$ cat config.mk
export PLATFORM = sky130hd
export DESIGN_NAME = chunked_nibble_dictionary_decoder
export DESIGN_NICKNAME = d
export VERILOG_FILES = /design/src/rtl/core/cnd_pkg.sv /design/src/rtl/core/cnd_ram.sv /design/src/rtl/core/chunked_nibble_dictionary_decoder.sv
export SDC_FILE = /design/constraint.sdc
export NUM_CORES = 2
export LEC_CHECK = 0
export BUFFER_PORTS_ARGS = -buffer_cell sky130_fd_sc_hd__buf_2
export CAP_MARGIN = 10
export CORE_ASPECT_RATIO = 1.75
export CORE_UTILIZATION = 63
export DETAILED_ROUTE_END_ITERATION = 16
export GPL_TIMING_DRIVEN = 0
export PLACE_DENSITY_LB_ADDON = 0.25
export SLEW_MARGIN = 20
export SYNTH_ARGS = -nofsm -noshare
export SYNTH_HDL_FRONTEND = slang
export SYNTH_SLANG_ARGS = --single-unit
$ cat constraint.sdc
create_clock -name i_clk -period 21.1 [get_ports i_clk]
set_input_delay 3.165 -clock i_clk [delete_from_list [all_inputs] [get_ports i_clk]]
set_output_delay 3.165 -clock i_clk [all_outputs]
set_load 0.02 [all_outputs]
$ cat src/rtl/core/cnd_pkg.sv
package cnd_pkg;

    // stream magic, first byte first
    localparam int MagicLen = 5;
    localparam logic [7:0] MAGIC [MagicLen] = '{8'h42, 8'h46, 8'h47, 8'h4E, 8'h32};

    // chunk type codes
    localparam logic [7:0] CHUNK_RAW    = 8'h00;
    localparam logic [7:0] CHUNK_NIBBLE = 8'h01;

    // result kinds
    localparam logic [1:0] KIND_DATA = 2'd0;
    localparam logic [1:0] KIND_OK   = 2'd1;
    localparam logic [1:0] KIND_FAIL = 2'd2;

    // error codes
    localparam logic [2:0] ERR_NONE      = 3'd0;
    localparam logic [2:0] ERR_MAGIC     = 3'd1;
    localparam logic [2:0] ERR_TRUNC     = 3'd2;
    localparam logic [2:0] ERR_CTYPE     = 3'd3;
    localparam logic [2:0] ERR_DCOUNT    = 3'd4;
    localparam logic [2:0] ERR_NIBBLE    = 3'd5;
    localparam logic [2:0] ERR_SIZE      = 3'd6;

    // tdata width of the result channel, padded to whole bytes
    localparam int OutDataW = 176;

    typedef struct packed {
        logic [31:0] raw_chunks;
        logic [31:0] nibble_chunks;
        logic [31:0] chunk_total;
        logic [63:0] total_bytes;
        logic [2:0]  error_code;
        logic [7:0]  out_byte;
        logic [1:0]  kind;
        logic        last;
    } t_result;

endpackage

$ cat src/rtl/core/cnd_ram.sv
module cnd_ram #(
    parameter int WIDTH = 8,
    parameter int DEPTH = 16
) (
    input  logic                     i_clk,
    input  logic                     i_wr_en,
    input  logic [$clog2(DEPTH)-1:0] i_wr_addr,
    input  logic [WIDTH-1:0]         i_wr_data,
    input  logic                     i_rd_en,
    input  logic [$clog2(DEPTH)-1:0] i_rd_addr,
    output logic [WIDTH-1:0]         o_rd_data
);

    logic [WIDTH-1:0] r_mem [DEPTH];
    logic [WIDTH-1:0] r_rd_data;

    // one write port, one registered read port
    always_ff @(posedge i_clk) begin
        if (i_wr_en) begin
            r_mem[i_wr_addr] <= i_wr_data;
        end
        if (i_rd_en) begin
            r_rd_data <= r_mem[i_rd_addr];
        end
    end

    assign o_rd_data = r_rd_data;

endmodule

$ cat src/rtl/core/chunked_nibble_dictionary_decoder.sv
// channel   dir  tdata (low bit up)                               tuser  tlast
// s_axis    in   in_byte[7:0]                                     -      end_of_stream
// m_axis    out  out_byte, error_code, total_bytes, chunk_total,  kind   last
//                nibble_chunks, raw_chunks, zero pad to 176 bits
//
// an accepted byte waits in the input register until it is processed, then its
// results (up to three words) go into an eight-word result queue at once
// a byte is processed only when the queue has room for three words; a packed
// byte yields up to two data words and every other byte at most one
// dictionary reads are issued when the byte is accepted, from its two nibbles
// synchronous active-low reset returns the decoder to the start of a stream
module chunked_nibble_dictionary_decoder #(
    parameter int DICT_DEPTH = 16
) (
    input  logic                             i_clk,
    input  logic                             i_rst_n,
    input  logic                             s_axis_tvalid,
    output logic                             s_axis_tready,
    input  logic [7:0]                       s_axis_tdata,   // in_byte
    input  logic                             s_axis_tlast,   // end_of_stream
    output logic                             m_axis_tvalid,
    input  logic                             m_axis_tready,
    // out_byte, error_code, total_bytes, chunk_total, nibble_chunks, raw_chunks
    output logic [cnd_pkg::OutDataW-1:0]     m_axis_tdata,
    output logic [1:0]                       m_axis_tuser,   // kind
    output logic                             m_axis_tlast    // last
);

    import cnd_pkg::*;

    localparam int DictAw = $clog2(DICT_DEPTH);
    localparam int DcW    = $clog2(DICT_DEPTH + 1);
    localparam int QDepth = 8;
    localparam int QAw    = 3;

    typedef enum logic [3:0] {
        PH_MAGIC, PH_SIZE, PH_COUNT, PH_CTYPE, PH_CLEN, PH_RAW,
        PH_DCOUNT, PH_DICT, PH_PLEN, PH_PACKED, PH_DONE, PH_ERROR
    } t_phase;

    // input register
    logic        r_in_valid;
    logic [7:0]  r_in_byte;
    logic        r_in_last;

    // decoder state
    t_phase      r_phase,         n_phase;
    logic [3:0]  r_idx,           n_idx;
    logic [63:0] r_exp_size,      n_exp_size;
    logic [31:0] r_chunks_left,   n_chunks_left;
    logic [31:0] r_chunk_len,     n_chunk_len;
    logic [15:0] r_packed_left,   n_packed_left;
    logic [31:0] r_nibbles_left,  n_nibbles_left;
    logic [DcW-1:0] r_dict_count, n_dict_count;
    logic [63:0] r_bytes_out,     n_bytes_out;
    logic [31:0] r_raw_count,     n_raw_count;
    logic [31:0] r_nib_count,     n_nib_count;
    logic [31:0] r_hdr_chunks,    n_hdr_chunks;
    logic [7:0]  r_chunk_type,    n_chunk_type;
    logic [2:0]  r_held_err,      n_held_err;

    // result queue
    t_result     r_q [QDepth];
    logic [QAw-1:0] r_wr_ptr;
    logic [QAw-1:0] r_rd_ptr;
    logic [QAw:0]   r_count;

    // per-byte work
    logic        fire;
    logic        in_acc;
    logic        pop;
    logic [2:0]  code;
    logic [1:0]  n_data;
    logic [7:0]  dat [2];
    logic        stat_en;
    t_result     stat_res;
    t_result     res [3];
    logic [1:0]  n_push;
    logic        chunk_end;
    logic [31:0] left_dec;
    logic        dict_we;
    logic [7:0]  dict_hi;
    logic [7:0]  dict_lo;
    logic        hi_ok;
    logic        lo_ok;
    logic        emit0;
    logic        emit1;

    assign fire          = r_in_valid && (r_count <= (QAw+1)'(QDepth - 3));
    assign s_axis_tready = !r_in_valid || fire;
    assign in_acc        = s_axis_tvalid && s_axis_tready;
    assign pop           = m_axis_tvalid && m_axis_tready;

    // dictionary copies, one per nibble of a packed byte
    assign dict_we = fire && (r_phase == PH_DICT);

    cnd_ram #(.WIDTH(8), .DEPTH(DICT_DEPTH)) u_dict_hi (
        .i_clk    (i_clk),
        .i_wr_en  (dict_we),
        .i_wr_addr(DictAw'(r_idx)),
        .i_wr_data(r_in_byte),
        .i_rd_en  (in_acc),
        .i_rd_addr(DictAw'(s_axis_tdata[7:4])),
        .o_rd_data(dict_hi)
    );

    cnd_ram #(.WIDTH(8), .DEPTH(DICT_DEPTH)) u_dict_lo (
        .i_clk    (i_clk),
        .i_wr_en  (dict_we),
        .i_wr_addr(DictAw'(r_idx)),
        .i_wr_data(r_in_byte),
        .i_rd_en  (in_acc),
        .i_rd_addr(DictAw'(s_axis_tdata[3:0])),
        .o_rd_data(dict_lo)
    );

    // nibble checks for a packed byte
    assign hi_ok = {{(DcW-4){1'b0}}, r_in_byte[7:4]} < r_dict_count;
    assign lo_ok = {{(DcW-4){1'b0}}, r_in_byte[3:0]} < r_dict_count;
    assign emit0 = (r_nibbles_left != 32'd0) && hi_ok;
    assign emit1 = emit0 && (r_nibbles_left != 32'd1) && lo_ok;
    assign left_dec = r_chunks_left - 32'd1;

    // next state and results for the byte in the input register
    always_comb begin
        n_phase        = r_phase;
        n_idx          = r_idx;
        n_exp_size     = r_exp_size;
        n_chunks_left  = r_chunks_left;
        n_chunk_len    = r_chunk_len;
        n_packed_left  = r_packed_left;
        n_nibbles_left = r_nibbles_left;
        n_dict_count   = r_dict_count;
        n_bytes_out    = r_bytes_out;
        n_raw_count    = r_raw_count;
        n_nib_count    = r_nib_count;
        n_hdr_chunks   = r_hdr_chunks;
        n_chunk_type   = r_chunk_type;
        n_held_err     = r_held_err;
        code           = ERR_NONE;
        n_data         = 2'd0;
        dat[0]         = r_in_byte;
        dat[1]         = dict_lo;
        chunk_end      = 1'b0;

        unique case (r_phase)
            PH_MAGIC: begin
                if (r_in_byte != MAGIC[r_idx[2:0]]) begin
                    code = ERR_MAGIC;
                end else if (r_idx == 4'(MagicLen - 1)) begin
                    n_phase    = PH_SIZE;
                    n_idx      = 4'd0;
                    n_exp_size = 64'd0;
                end else begin
                    n_idx = r_idx + 4'd1;
                end
            end
            PH_SIZE: begin
                n_exp_size[r_idx[2:0]*8 +: 8] = r_in_byte;
                if (r_idx == 4'd7) begin
                    n_phase      = PH_COUNT;
                    n_idx        = 4'd0;
                    n_hdr_chunks = 32'd0;
                end else begin
                    n_idx = r_idx + 4'd1;
                end
            end
            PH_COUNT: begin
                n_hdr_chunks[r_idx[1:0]*8 +: 8] = r_in_byte;
                if (r_idx == 4'd3) begin
                    n_idx         = 4'd0;
                    n_chunks_left = n_hdr_chunks;
                    n_phase       = (n_hdr_chunks != 32'd0) ? PH_CTYPE : PH_DONE;
                end else begin
                    n_idx = r_idx + 4'd1;
                end
            end
            PH_CTYPE: begin
                n_chunk_type = r_in_byte;
                n_chunk_len  = 32'd0;
                n_idx        = 4'd0;
                n_phase      = PH_CLEN;
            end
            PH_CLEN: begin
                n_chunk_len[r_idx[1:0]*8 +: 8] = r_in_byte;
                if (r_idx == 4'd3) begin
                    n_idx = 4'd0;
                    if (r_chunk_type == CHUNK_RAW) begin
                        if (n_chunk_len == 32'd0) begin
                            n_raw_count = r_raw_count + 32'd1;
                            chunk_end   = 1'b1;
                        end else begin
                            n_phase = PH_RAW;
                        end
                    end else if (r_chunk_type == CHUNK_NIBBLE) begin
                        n_nibbles_left = n_chunk_len;
                        n_phase        = PH_DCOUNT;
                    end else begin
                        code = ERR_CTYPE;
                    end
                end else begin
                    n_idx = r_idx + 4'd1;
                end
            end
            PH_RAW: begin
                n_data      = 2'd1;
                dat[0]      = r_in_byte;
                n_bytes_out = r_bytes_out + 64'd1;
                n_chunk_len = r_chunk_len - 32'd1;
                if (n_chunk_len == 32'd0) begin
                    n_raw_count = r_raw_count + 32'd1;
                    chunk_end   = 1'b1;
                end
            end
            PH_DCOUNT: begin
                if (r_in_byte == 8'd0 || r_in_byte > 8'(DICT_DEPTH)) begin
                    code = ERR_DCOUNT;
                end else begin
                    n_dict_count = DcW'(r_in_byte);
                    n_idx        = 4'd0;
                    n_phase      = PH_DICT;
                end
            end
            PH_DICT: begin
                if (({1'b0, r_idx} + 5'd1) >= 5'(r_dict_count)) begin
                    n_idx         = 4'd0;
                    n_packed_left = 16'd0;
                    n_phase       = PH_PLEN;
                end else begin
                    n_idx = r_idx + 4'd1;
                end
            end
            PH_PLEN: begin
                n_packed_left[r_idx[0]*8 +: 8] = r_in_byte;
                if (r_idx == 4'd1) begin
                    n_idx = 4'd0;
                    if (n_packed_left == 16'd0) begin
                        n_nib_count = r_nib_count + 32'd1;
                        chunk_end   = 1'b1;
                    end else begin
                        n_phase = PH_PACKED;
                    end
                end else begin
                    n_idx = r_idx + 4'd1;
                end
            end
            PH_PACKED: begin
                dat[0] = dict_hi;
                dat[1] = dict_lo;
                n_data = {1'b0, emit0} + {1'b0, emit1};
                if ((r_nibbles_left != 32'd0 && !hi_ok) ||
                    (emit0 && r_nibbles_left != 32'd1 && !lo_ok)) begin
                    code = ERR_NIBBLE;
                end
                n_bytes_out    = r_bytes_out + 64'(n_data);
                n_nibbles_left = r_nibbles_left - 32'(n_data);
                if (code == ERR_NONE) begin
                    n_packed_left = r_packed_left - 16'd1;
                    if (n_packed_left == 16'd0) begin
                        n_nib_count = r_nib_count + 32'd1;
                        chunk_end   = 1'b1;
                    end
                end
            end
            PH_DONE, PH_ERROR: begin
                // trailing bytes and bytes after an error are dropped
            end
            default: begin
            end
        endcase

        // chunk wrap-up
        if (chunk_end) begin
            n_chunks_left  = left_dec;
            n_chunk_len    = 32'd0;
            n_packed_left  = 16'd0;
            n_nibbles_left = 32'd0;
            n_idx          = 4'd0;
            n_phase        = (left_dec != 32'd0) ? PH_CTYPE : PH_DONE;
        end

        // status word
        stat_res = '0;
        stat_en  = 1'b0;
        if (code != ERR_NONE) begin
            n_phase             = PH_ERROR;
            n_held_err          = code;
            stat_en             = 1'b1;
            stat_res.kind       = KIND_FAIL;
            stat_res.error_code = code;
            stat_res.last       = r_in_last;
        end else if (r_in_last) begin
            stat_en       = 1'b1;
            stat_res.last = 1'b1;
            if (n_phase == PH_ERROR) begin
                stat_res.kind       = KIND_FAIL;
                stat_res.error_code = r_held_err;
            end else if (n_phase == PH_DONE) begin
                if (n_bytes_out == r_exp_size) begin
                    stat_res.kind          = KIND_OK;
                    stat_res.total_bytes   = n_bytes_out;
                    stat_res.chunk_total   = n_hdr_chunks;
                    stat_res.nibble_chunks = n_nib_count;
                    stat_res.raw_chunks    = n_raw_count;
                end else begin
                    stat_res.kind       = KIND_FAIL;
                    stat_res.error_code = ERR_SIZE;
                end
            end else begin
                stat_res.kind       = KIND_FAIL;
                stat_res.error_code = ERR_TRUNC;
            end
        end

        // last byte of a stream: back to the start
        if (r_in_last) begin
            n_phase        = PH_MAGIC;
            n_idx          = 4'd0;
            n_exp_size     = 64'd0;
            n_chunks_left  = 32'd0;
            n_chunk_len    = 32'd0;
            n_packed_left  = 16'd0;
            n_nibbles_left = 32'd0;
            n_dict_count   = '0;
            n_bytes_out    = 64'd0;
            n_raw_count    = 32'd0;
            n_nib_count    = 32'd0;
            n_hdr_chunks   = 32'd0;
            n_chunk_type   = 8'd0;
            n_held_err     = ERR_NONE;
        end

        // data words first, then the status word
        for (int i = 0; i < 3; i++) begin
            res[i] = stat_res;
            if (i < 2 && 2'(i) < n_data) begin
                res[i]          = '0;
                res[i].kind     = KIND_DATA;
                res[i].out_byte = dat[i];
            end
        end
        n_push = n_data + {1'b0, stat_en};
    end

    // input register and decoder state
    always_ff @(posedge i_clk) begin
        if (!i_rst_n) begin
            r_in_valid     <= 1'b0;
            r_phase        <= PH_MAGIC;
            r_idx          <= 4'd0;
            r_exp_size     <= 64'd0;
            r_chunks_left  <= 32'd0;
            r_chunk_len    <= 32'd0;
            r_packed_left  <= 16'd0;
            r_nibbles_left <= 32'd0;
            r_dict_count   <= '0;
            r_bytes_out    <= 64'd0;
            r_raw_count    <= 32'd0;
            r_nib_count    <= 32'd0;
            r_hdr_chunks   <= 32'd0;
            r_chunk_type   <= 8'd0;
            r_held_err     <= ERR_NONE;
        end else begin
            if (in_acc) begin
                r_in_valid <= 1'b1;
            end else if (fire) begin
                r_in_valid <= 1'b0;
            end
            if (fire) begin
                r_phase        <= n_phase;
                r_idx          <= n_idx;
                r_exp_size     <= n_exp_size;
                r_chunks_left  <= n_chunks_left;
                r_chunk_len    <= n_chunk_len;
                r_packed_left  <= n_packed_left;
                r_nibbles_left <= n_nibbles_left;
                r_dict_count   <= n_dict_count;
                r_bytes_out    <= n_bytes_out;
                r_raw_count    <= n_raw_count;
                r_nib_count    <= n_nib_count;
                r_hdr_chunks   <= n_hdr_chunks;
                r_chunk_type   <= n_chunk_type;
                r_held_err     <= n_held_err;
            end
        end
    end

    // input payload
    always_ff @(posedge i_clk) begin
        if (in_acc) begin
            r_in_byte <= s_axis_tdata;
            r_in_last <= s_axis_tlast;
        end
    end

    // result queue pointers
    always_ff @(posedge i_clk) begin
        if (!i_rst_n) begin
            r_wr_ptr <= '0;
            r_rd_ptr <= '0;
            r_count  <= '0;
        end else begin
            if (fire) begin
                r_wr_ptr <= r_wr_ptr + QAw'(n_push);
            end
            if (pop) begin
                r_rd_ptr <= r_rd_ptr + QAw'(1);
            end
            r_count <= r_count + (fire ? (QAw+1)'(n_push) : '0) - (pop ? (QAw+1)'(1) : '0);
        end
    end

    // result queue storage
    always_ff @(posedge i_clk) begin
        if (fire) begin
            for (int i = 0; i < 3; i++) begin
                if (2'(i) < n_push) begin
                    r_q[r_wr_ptr + QAw'(i)] <= res[i];
                end
            end
        end
    end

    // output port
    assign m_axis_tvalid = (r_count != '0);
    assign m_axis_tdata  = {5'd0,
                            r_q[r_rd_ptr].raw_chunks,
                            r_q[r_rd_ptr].nibble_chunks,
                            r_q[r_rd_ptr].chunk_total,
                            r_q[r_rd_ptr].total_bytes,
                            r_q[r_rd_ptr].error_code,
                            r_q[r_rd_ptr].out_byte};
    assign m_axis_tuser  = r_q[r_rd_ptr].kind;
    assign m_axis_tlast  = r_q[r_rd_ptr].last;

endmodule
After elaboration in Yosys (flattened, before gate mapping)
Memories as Yosys holds them, arrays and structs flattened. A register that Yosys moved wholly into a read port is not among the register bits.
Cells that the tools add are included.

word-level totals
  memories = 4
  output and inout bits = 181
  bits of input ports = 13
  bits in registers = 380
  bits in writable memories = 1,648
  memory bits (read-only) = 64
  logic and storage cells = 275

operators by class
  magnitude comparators = 11
  bitwise gates (word level) = 1
  eq/ne operators = 29
  multiplexer cells = 134
  reduce and logical (&&, ||, !) cells = 49
  add/sub/neg operators = 21
  shift-type cells = 6

memory list
  memory            depth  bits a word  rd ports  clocked after Yosys merged registers in  wr ports  RTL line                                  source
  r_q               8      174          1         1                                        3         chunked_nibble_dictionary_decoder.sv:63   t_result r_q [QDepth];
  u_dict_hi.r_mem   16     8            1         1                                        1         cnd_ram.sv:14                             logic [WIDTH-1:0] r_mem [DEPTH];
  u_dict_lo.r_mem   16     8            1         1                                        1         cnd_ram.sv:14
  (name not given)  8      8            1         0                                        0         chunked_nibble_dictionary_decoder.sv:148  if (r_in_byte != MAGIC[r_idx[2:0]]) begin

operators with widths
  kind                                                    count
  two-way mux 32 bit                                      23
  two-way mux 160 bit                                     4
  two-way mux 174 bit                                     2
  two-way mux 64 bit                                      4
  case mux 32 bit (2 select lines)                        4
  case mux 64 bit (2 select lines)                        2
  two-way mux 163 bit                                     1
  two-way mux 4 bit                                       26
  case mux 32 bit (3 select lines)                        1
  nonzero test 32 bit                                     3
  adder 32 x 1 -> 32 bit (second input constant)          2
  adder 64 x 1 -> 64 bit (second input constant)          1
  adder 64 x 2 -> 64 bit                                  1
  bitwise mux 32 bit                                      2
  bitwise mux 64 bit                                      1
  equality test 64 bit                                    1
  logical NOT 32 bit                                      2
  two-way mux 16 bit                                      4
  variable shift 8 x 34 -> 64 bit (first input constant)  1
  indexed part select 8 x 34 -> 64 bit                    1
  subtractor 32 x 1 -> 32 bit (second input constant)     2
  case mux 16 bit (3 select lines)                        1
  two-way mux 8 bit                                       5
  two-way mux 3 bit                                       13
  63 further kinds                                        144

Logic depth before layout (Yosys ltp)
  word-level depth = 17
  depth in mapped cells = 30
  gate-level depth less buffers = 21

Cells and area by module
From an unflattened synthesis, not the netlist that was laid out.

unflattened totals
  cell total of the unflattened synthesis = 7,961
  area total of the unflattened synthesis = 97,862.6 sq um

by module, submodules not included
  module                             instances  area each (sq um)  sequential area each (sq um)  cells an instance
  chunked_nibble_dictionary_decoder  1          87,407.6           48,916.9                      7,503
  cnd_ram                            2          5,227.5            4,083.9                       229

Worst setup path after synthesis
OpenSTA, ideal clock, no wires.

  path kind = reg-to-reg
  from = reg r_idx[0]
  to = mem r_q[1][0] in the netlist's numbering (enable)
  setup slack = 4.440 ns
  path buffers = 7
  setup time = 0.922 ns
  cell stages (with the launch flop) = 23
  period minus slack after synthesis = 16.660 ns
  arrival time = 15.739 ns
  required time = 20.178 ns
  cells stage by stage = dfxtp_1 > clkbuf_1 > inv_1 > clkbuf_1 > clkbuf_1 > ha_1 > buf_2 > clkinv_1 > clkbuf_1 > o2111ai_1 > nand2_1 > nand4_1 > a21oi_1 > nand3_1 > nor2_1 > clkbuf_1 > inv_1 > ha_1 > xnor2_1 > and2_1 > clkbuf_1 > nand3_1 > o21ai_0

RTL lines
  what                    RTL line                                  source
  start, declared         chunked_nibble_dictionary_decoder.sv:48   logic [3:0] r_idx, n_idx;
  start signal, assigned  chunked_nibble_dictionary_decoder.sv:371  r_idx <= n_idx;
  end, declared           chunked_nibble_dictionary_decoder.sv:63

==> impl_metrics.tcl <==
set metrics [dict create \
    drtIter0Drc 8229 \
    use_met2 0.745 \
    seq_power_share 0.449 \
    stdcell_area_um2 102000 \
    cts_tree "built" \
    yosysWarnings 0 \
    synth_flop_cell "edfxtp_1" \
    initial_core_util 0.636 \
    route.vias.total 69500 \
    met3_usage 0.0771 \
    synth_area_leaders "edfxtp_1 49%, mux4_2 11%, dfxtp_1 9.6%, nor2_1 7.6%, mux2_2 2.2%" \
    track_usage 0.435 \
    die_h_um 506 \
    grt_use_met1 0.475 \
    totalWireLength_mm 323 \
    synth_edf_count 1481 \
    hold_buffers 0 \
    post_cts_buffers 0 \
    yosysSeqAreaShare 0.582 \
    die_w_um 290 \
    io_buffers 188 \
    clkSlewWorstSetupHoldPaths_ns 0.07 \
    min_path_type "reg2reg" \
    num_io_pins 194 \
    wl_per_cell_um 31.9 \
    switching_share 0.294 \
    critPathArrivalTime_ns 11.49 \
    overflow 0 \
    dpl_worst_slack_ns 10.69 \
    status "complete, no violations" \
    syn_avg_cell_area_um2 11.9 \
    finalCritPeriodShare 0.513 \
    grt_pass1_vias 69300 \
    async_flop_share 0 \
    min_period_ns 10.81 \
    ant_nets 0 \
    yosysTopAreaCell "edfxtp_1" \
    dieArea_um2 147000 \
    areaGrowthSynthToFinish_pct 11.9 \
    maxSlewViolCount 0 \
    final_common_cell "nor2_1" \
    fin_worst_skew_ns 0.0525 \
    final_core_util 0.711 \
    worst-path-max-fanout 19 \
    synth_cell_types 96 \
    tns_ns 0 \
    dpl.hpwl_mm 234 \
    synth_area_um2 91500 \
    drive_gt1_frac 0.165 \
    rsz0062_at_grt "no" \
    most-common-layout-cells "1842 x nor2_1, 1481 x edfxtp_1, 438 x dfxtp_1, 428 x mux4_2, 427 x nand2_1" \
    yosys.area.top_type_share 0.486 \
    clk_path_buf_depth 3 \
    crit_required_ns 21.77 \
    p_sw_mw 2.74 \
    p_clk_frac 0.338 \
    slew_headroom 0.109 \
    power_mw 9.31 \
    comb_power_share 0.213 \
    setup_viol 0 \
    numClockSinks 1919 \
    coreArea_um2 144000 \
    crit_path_end_kind "flip-flop" \
    top_usage_layer "met2" \
    nets 8174 \
    first_pass_iters 9 \
    fmax_mhz 92.5 \
    grt_max_degree 46 \
    worstSetupStartpointType "flip-flop" \
    synthCells 7680 \
    vdd_drop_max_mv 0.101 \
    worst_pin_slew_ns 1.34 \
    viasPerCell 6.87 \
    synth_seq_cells 1919 \
    rows 184 \
    clockRootBuffer "clkbuf_16" \
    maxCapViolCount 0 \
    internal_power_mw 6.57 \
    drc 0 \
    leakage_nw 30.1 \
    worst_slack_ns 10.29 \
    power.density_nw_per_um2 90.9 \
    cts.htree.levels 4 \
    cts_buffers 165 \
    ctsResizeCount 0 \
    place.gp.congestion 1.04 \
    antenna_found_initial 9 \
    grt_first_pass_wirelength_mm 460 \
    path_class "reg2reg" \
    place_area_um2 96800 \
    clock_latency_ns 0.85 \
    hold_viol 0 \
]
==> synth_stat cells (88+ instances only) <==
master / instances
clkbuf_1: 413
nor2_1: 1845
edfxtp_1: 1481
a22oi_1: 96
nor3_1: 162
mux4_2: 428
o21ai_0: 202
mux2_2: 175
xnor2_1: 111
nor4_1: 88
dfxtp_1: 438
nand3_1: 138
a21oi_1: 359
nand2_1: 428
==> power groups by stage <==
stage	clock network [mW]	registers [mW]	logic (mW)
floorplan	0	4.28	1.25
global placement	0	4.33	1.89
finish	3.14	4.18	1.99
CTS	3.13	4.18	1.97
detailed placement	0	4.26	1.95
global route	3.26	4.18	2.05
==> cells by family after synthesis <==
logic type / count (synthesis) / synth area share
and+or+nand+nor: 3111 / 0.150
DFF: 1919 / 0.582
AOI/OAI and AO/OA: 1086 / 0.0770
buffers and inverters: 680 / 0.0347
muxes: 640 / 0.131
xor gates and xnor gates: 195 / 0.0189
adders and majority gates: 48 / 0.00689
other: 1 / 0.0000410
==> state kept, by name (all words and copies together), names as in the netlist, 4 cells and up, named ones only <==
signal,cells
r_q,1392
u_dict_lo.r_mem,120
r_bytes_out,64
r_exp_size,64
r_chunk_len,32
r_chunks_left,32
r_hdr_chunks,32
r_nib_count,32
r_nibbles_left,32
r_raw_count,32
r_packed_left,16
r_chunk_type,8
r_in_byte,8
u_dict_hi.o_rd_data,8
u_dict_hi.r_mem,8
u_dict_lo.o_rd_data,8
r_dict_count,5
r_count,4
r_idx,4
r_phase,4
==> metrics by stage <==
step,instances,hold WS [ns]
detailed placement,9805,0.449
global route,10100,0.483
floorplan,7684,0.432
CTS,10100,0.462
finish,10100,0.460
global placement,9732,0.445
==> per-layer routing <==
metal / share of wire / up-vias / wire, µm
li1: - / 29400 / -
met1: 0.32 / 34200 / 103000
met2: 0.50 / 4582 / 160000
met3: 0.087 / 1330 / 28200
met4: 0.097 / 12 / 31200
met5: 0.00025 / - / 80
==> critical path: stages, from the launching register on <==
cell and delay [ns]:
edfxtp_1 0.73, clkbuf_1 0.45, nand2b_1 0.26, a2111oi_0 0.61, o32ai_1 0.26, a21boi_0 0.25
ha_1 0.52, nand2_1 0.27, clkinv_1 0.24, buf_1 0.58, fa_1 0.39, nand3_1 0.17
or4_1 0.64, nor4_2 0.81, nand4_1 0.26, xor2_2 0.70, xor2_1 0.20, o2111ai_1 0.14
or3_1 0.40, or4_1 0.68, clkbuf_1 0.26, or4b_1 0.56, buf_2 0.36, buf_6 0.30
buf_2 0.34, nor2_1 0.21
==> path summary, 6_finish.rpt <==
check	from	to	slack [ns]	cells past startpoint
worst max-delay path	r_in_byte[4]	r_q[4][77]	10.29	25
worst min-delay path	r_q[4][8]	r_q[4][8]	0.46	2
worst max register to register	r_in_byte[4]	r_q[4][77]	10.29	25
worst min register to register	r_q[4][8]	r_q[4][8]	0.46	2
==> layout make-up <==
class / instances / area [µm²]
fillers: 9529 / 41500
multi-input cells: 5085 / 35400
clock inverters: 93 / 940
inverters: 91 / 342
clock buffers: 210 / 4520
well taps: 1860 / 2330
plain buffers: 589 / 2870
flip-flops and latches: 1919 / 53200
repair buffers: 262 / 2710
diodes: 5 / 12.5
No activity file was read; power rests on OpenSTA's default activity.
